$ cat src/hw/rtl/tbd_pkg.sv
package tbd_pkg;

  // TEA round constant
  localparam logic [31:0] TEA_DELTA = 32'h9E3779B9;

  // Key register reset values
  localparam logic [31:0] KEY0_RESET = 32'd371;
  localparam logic [31:0] KEY1_RESET = 32'd215;
  localparam logic [31:0] KEY2_RESET = 32'd11;
  localparam logic [31:0] KEY3_RESET = 32'd12;

  // Configuration register indexes
  localparam int unsigned CFG_INDEX_W = 2;
  localparam logic [CFG_INDEX_W-1:0] KEY_IDX0 = 2'd0;
  localparam logic [CFG_INDEX_W-1:0] KEY_IDX1 = 2'd1;
  localparam logic [CFG_INDEX_W-1:0] KEY_IDX2 = 2'd2;
  localparam logic [CFG_INDEX_W-1:0] KEY_IDX3 = 2'd3;

  typedef struct packed {
    logic [31:0] cipher_first;
    logic [31:0] cipher_second;
  } cipher_word_t;

  typedef struct packed {
    logic [31:0] plain_first;
    logic [31:0] plain_second;
  } plain_word_t;

  // Block halves as they travel down the chain
  typedef struct packed {
    logic [31:0] first;
    logic [31:0] second;
  } half_pair_t;

  typedef struct packed {
    logic [31:0] ka;
    logic [31:0] kb;
  } key_pair_t;

  // TEA mixing function on one half
  function automatic logic [31:0] mix_half(input logic [31:0] v,
                                           input logic [31:0] sum,
                                           input logic [31:0] ka,
                                           input logic [31:0] kb);
    mix_half = ((v << 4) + ka) ^ (v + sum) ^ ((v >> 5) + kb);
  endfunction

endpackage

$ cat src/hw/rtl/tbd_cell.sv
// One half-round of TEA decryption. Even cells update the second half from
// the first, odd cells update the first half from the fresh second half.
module tbd_cell
  import tbd_pkg::*;
#(
  parameter logic [31:0] SUM         = 32'h0,
  parameter bit          SECOND_STEP = 1'b0
) (
  input  logic       clk,
  input  logic       rst,
  input  logic       en,
  input  logic       valid_in,
  input  half_pair_t data_in,
  input  key_pair_t  key,
  output logic       valid,
  output half_pair_t data
);

  half_pair_t data_next;

  // Half-round update
  always_comb begin
    data_next = data_in;
    if (SECOND_STEP) begin
      data_next.first = data_in.first - mix_half(data_in.second, SUM, key.ka, key.kb);
    end else begin
      data_next.second = data_in.second - mix_half(data_in.first, SUM, key.ka, key.kb);
    end
  end

  // Valid flag
  always_ff @(posedge clk) begin
    if (rst) begin
      valid <= 1'b0;
    end else if (en) begin
      valid <= valid_in;
    end
  end

  // Payload, no reset
  always_ff @(posedge clk) begin
    if (en) begin
      data <= data_next;
    end
  end

endmodule

$ cat config.mk
export PLATFORM = sky130hd
export DESIGN_NAME = tbd_cell
export DESIGN_NICKNAME = d
export VERILOG_FILES = /design/src/hw/rtl/tbd_pkg.sv /design/src/hw/rtl/tbd_cell.sv
export SDC_FILE = /design/constraint.sdc
export NUM_CORES = 1
export LEC_CHECK = 0
export ABC_AREA = 1
export BUFFER_PORTS_ARGS = -buffer_cell sky130_fd_sc_hd__buf_2
export CAP_MARGIN = 25
export CORE_MARGIN = 10
export CORE_UTILIZATION = 50
export CTS_CLUSTER_DIAMETER = 40
export DETAILED_ROUTE_END_ITERATION = 8
export PLACE_DENSITY = 0.85
export SLEW_MARGIN = 40
export SYNTH_ARGS = -nofsm -noshare
export SYNTH_HDL_FRONTEND = slang
export SYNTH_SLANG_ARGS = --single-unit
$ cat constraint.sdc
create_clock -name clk -period 9.3 [get_ports clk]
set_input_delay 0.465 -clock clk [delete_from_list [all_inputs] [get_ports clk]]
set_output_delay 0.465 -clock clk [all_outputs]
set_load 0.05 [all_outputs]
==> impl_metrics.env <==
export IMPL_drc=0
export IMPL_finalNetCount=1558
export IMPL_cts_root_buf="clkbuf_16"
export IMPL_final_antenna_net_count=0
export IMPL_ir_drop_uv=161.1
export IMPL_synth_area_top_cells="edfxtp_1 24%, nand2_1 14%, ha_1 13%"
export IMPL_stdcell_count=1560
export IMPL_p_leak_uw=0.004855
export IMPL_synth_cells=1130
export IMPL_crit_fanout=5
export IMPL_cp_required_ns=9.39
export IMPL_finalCriticalPeriod_ns=4.046
export IMPL_ys_top_cells_by_count="296 x nand2_1, 144 x inv_1, 102 x nor2_1"
export IMPL_met3_length_mm=1.707
export IMPL_cts_buffers=9
export IMPL_postCtsSetupRepairBufs=0
export IMPL_cts_sinks=65
export IMPL_grt_pass1_wl_mm=41.34
export IMPL_yosysTopAreaCell="edfxtp_1"
export IMPL_maxSlewViolCount=0
export IMPL_p_seq_frac=0.216
export IMPL_final_period_utilization=0.4350
export IMPL_yosysSeqAreaShare=0.2425
export IMPL_intPower_uw=1054
export IMPL_max_cap_viol_count=0
export IMPL_hold_viol=0
export IMPL_wl_met1_mm=11.07
export IMPL_fin_skew_ns=0
export IMPL_power_density_nw_per_um2=220.3
export IMPL_setup_viol=0
export IMPL_power_frac_clock=0.164
export IMPL_die_area_sq_um=21480
export IMPL_cp_common_cell="nand2_1"
export IMPL_ys_ff_latch=65
export IMPL_crit_chain="buf_2 > ha_1 > inv_1 > fa_1 > inv_1 > nand2_1 > nand2_1 > o21ai_2 > o21ai_2 > nand2_1 > nand2_1 > xor2_1 > nand3b_1 > nand2_1 > ha_1 > nand2_1 > nor4_2 > nand3_1 > nand3_1 > a21oi_1 > xnor2_1"
export IMPL_antenna_found_initial=1
export IMPL_ctsHoldBuffers=0
export IMPL_synth_ff_type="edfxtp_1"
export IMPL_synth_edf_count=64
export IMPL_grt_max_degree=37
export IMPL_switchingPower_uw=1051
export IMPL_timing_worst_setup_path_type="input port to flip-flop"
export IMPL_placed_cells=1543
export IMPL_hold_class="input port to flip-flop"
export IMPL_cp_top_family="simple AND/OR/NAND/NOR gates"
export IMPL_top_layer_used="met4"
export IMPL_power_frac_comb=0.620
export IMPL_clock_latency_ns=0.34
export IMPL_max_freq_mhz=247.2
export IMPL_layout_setup_ws_ns=5.254
export IMPL_yosysWarningCount=0
export IMPL_rsz0062_at_grt="no"
export IMPL_final_setup_tns_ns=0
export IMPL_die_w_um=146.6
export IMPL_drt_wl_total_mm=26.23
export IMPL_grt_usage=0.2383
export IMPL_place_hpwl_mm=22.40
export IMPL_route_met2_wl_mm=12.82
export IMPL_postSynthAreaPerCell_sq_um=7.086
export IMPL_io_pins=197
export IMPL_syn_cell_area_sq_um=8008
export IMPL_postCtsResizedCells=0
export IMPL_tightest_slew_ns=0.7695
export IMPL_cpMaxStageDelayCell="nor4_2"
export IMPL_drtIter0Drc=536
export IMPL_status="finished, final reports clean"
export IMPL_wl_per_cell_um=16.81
export IMPL_htreeDepth=3
export IMPL_cts_tree="done"
export IMPL_gp_congestion=0.9659
export IMPL_worst_setup_path_start_kind="input port"
export IMPL_drt_vias_per_instance=5.239
export IMPL_yosysMostFrequentCell="nand2_1"
export IMPL_row_count=46
export IMPL_grt_pass1_vias=8270
export IMPL_synth_top_area_frac=0.2400
export IMPL_crit_path_max_incr_delay_ns=0.48
export IMPL_drive_above_1_share=0.1921
export IMPL_core_sq_um=15770
export IMPL_cp_arrival_ns=4.13
export IMPL_synth_nets=1350
export IMPL_path_buf_inv=3
export IMPL_maxSlewHeadroom=0.4870
export IMPL_synthToLayoutAreaGrowth_pct=19.39
export IMPL_holdWs_ns=0.2771
export IMPL_vias=8173
export IMPL_dp_slack_ns=4.972
export IMPL_async_flop_share=0
export IMPL_cts_buffer_depth=2
export IMPL_cp_end_kind="flip-flop"
export IMPL_overflow=0
export IMPL_ys_types=49
export IMPL_initial_utilization=0.5078
export IMPL_dieHeight_um=146.6
export IMPL_first_pass_iters=5
export IMPL_portBuffers=196
export IMPL_clk_pin_slew_ns=0.05
export IMPL_swShare=0.4993
layer usage:
layer	track usage	vias to the layer above
li1	-	4160
met1	0.2860	3669
met5	0	-
met2	0.4172	304
met4	0.08909	0
met3	0.03925	40
power groups by stage:
stage               Combinational, uW  Clock (uW)  Sequential [uW]
finish                           1300         346              455
global route                     1430         358              463
CTS                              1300         352              455
detailed placement               1290           0              461
global placement                 1280           0              460
floorplan                         692           0              742
cell type report:
class	count	area (sq um)
Fill cell	1549	6210
Antenna cell	1	2.502
Clock inverter	4	45.04
Sequential cell	65	1942
Clock buffer	12	246.5
Multi-Input combinational cell	915	5503
Inverter	150	563.0
Tap cell	216	270.3
Timing Repair Buffer	197	988.4
path summary, 6_finish.rpt:
check | start | end | slack (ns) | cells after the start
worst max-delay path | data_in[32] | data[25]$_DFFE_PP_ | 5.25 | 21
worst min-delay path | rst | valid$_SDFFE_PP0P_ | 0.28 | 2
worst max register to register | valid$_SDFFE_PP0P_ | valid$_SDFFE_PP0P_ | 8.72 | 2
worst min register to register | valid$_SDFFE_PP0P_ | valid$_SDFFE_PP0P_ | 0.50 | 2
per-stage QoR:
stage | power (uW) | area, sq um | utilization
after global placement | 1738 | 9266 | 0.5876
after floorplan | 1434 | 8008 | -
after global routing | 2247 | 9560 | 0.6062
after detailed placement | 1749 | 9266 | 0.5876
after CTS | 2103 | 9558 | 0.6061
final | 2106 | 9560 | 0.6062
cells by family (layout without fill, tap and decap cells):
group           count (synthesis)  in the layout  share of synthesized area
simple gates                  520            520                     0.2783
buf+inv                       150            363                    0.07031
fa+ha+maj                      88             88                     0.1403
flops                          65             65                     0.2425
compound gates                192            192                     0.1417
xor+xnor                      114            114                     0.1256
other cells                     0              1                          0
mux                             1              1                   0.001250
cell usage in the layout, fill, tap and decap left out, types with 3 or more instances in the layout:
master	Yosys	final
buf_2	0	196
nand3_1	54	54
ha_1	85	85
inv_1	144	144
nand2_1	296	296
o21ai_2	7	7
inv_2	5	5
xnor2_1	46	46
fa_1	3	3
o21ai_1	4	4
clkbuf_16	0	9
or2_1	3	3
a21oi_1	92	92
nor2_2	5	5
a21oi_2	4	4
nor3_1	11	11
a21o_1	12	12
o21a_1	5	5
nor2_4	3	3
nor2_1	102	102
clkinv_2	0	3
a21boi_0	3	3
nand3b_1	8	8
o21ai_0	38	38
xor2_1	67	67
o21bai_1	14	14
edfxtp_1	64	64
nand2_2	12	12
nand4_1	12	12
a31oi_1	4	4
registers in the layout, indices dropped and copies added (netlist names):
register	cells
valid	1
data	64
Note: power is estimated with default switching activity, not from simulation.
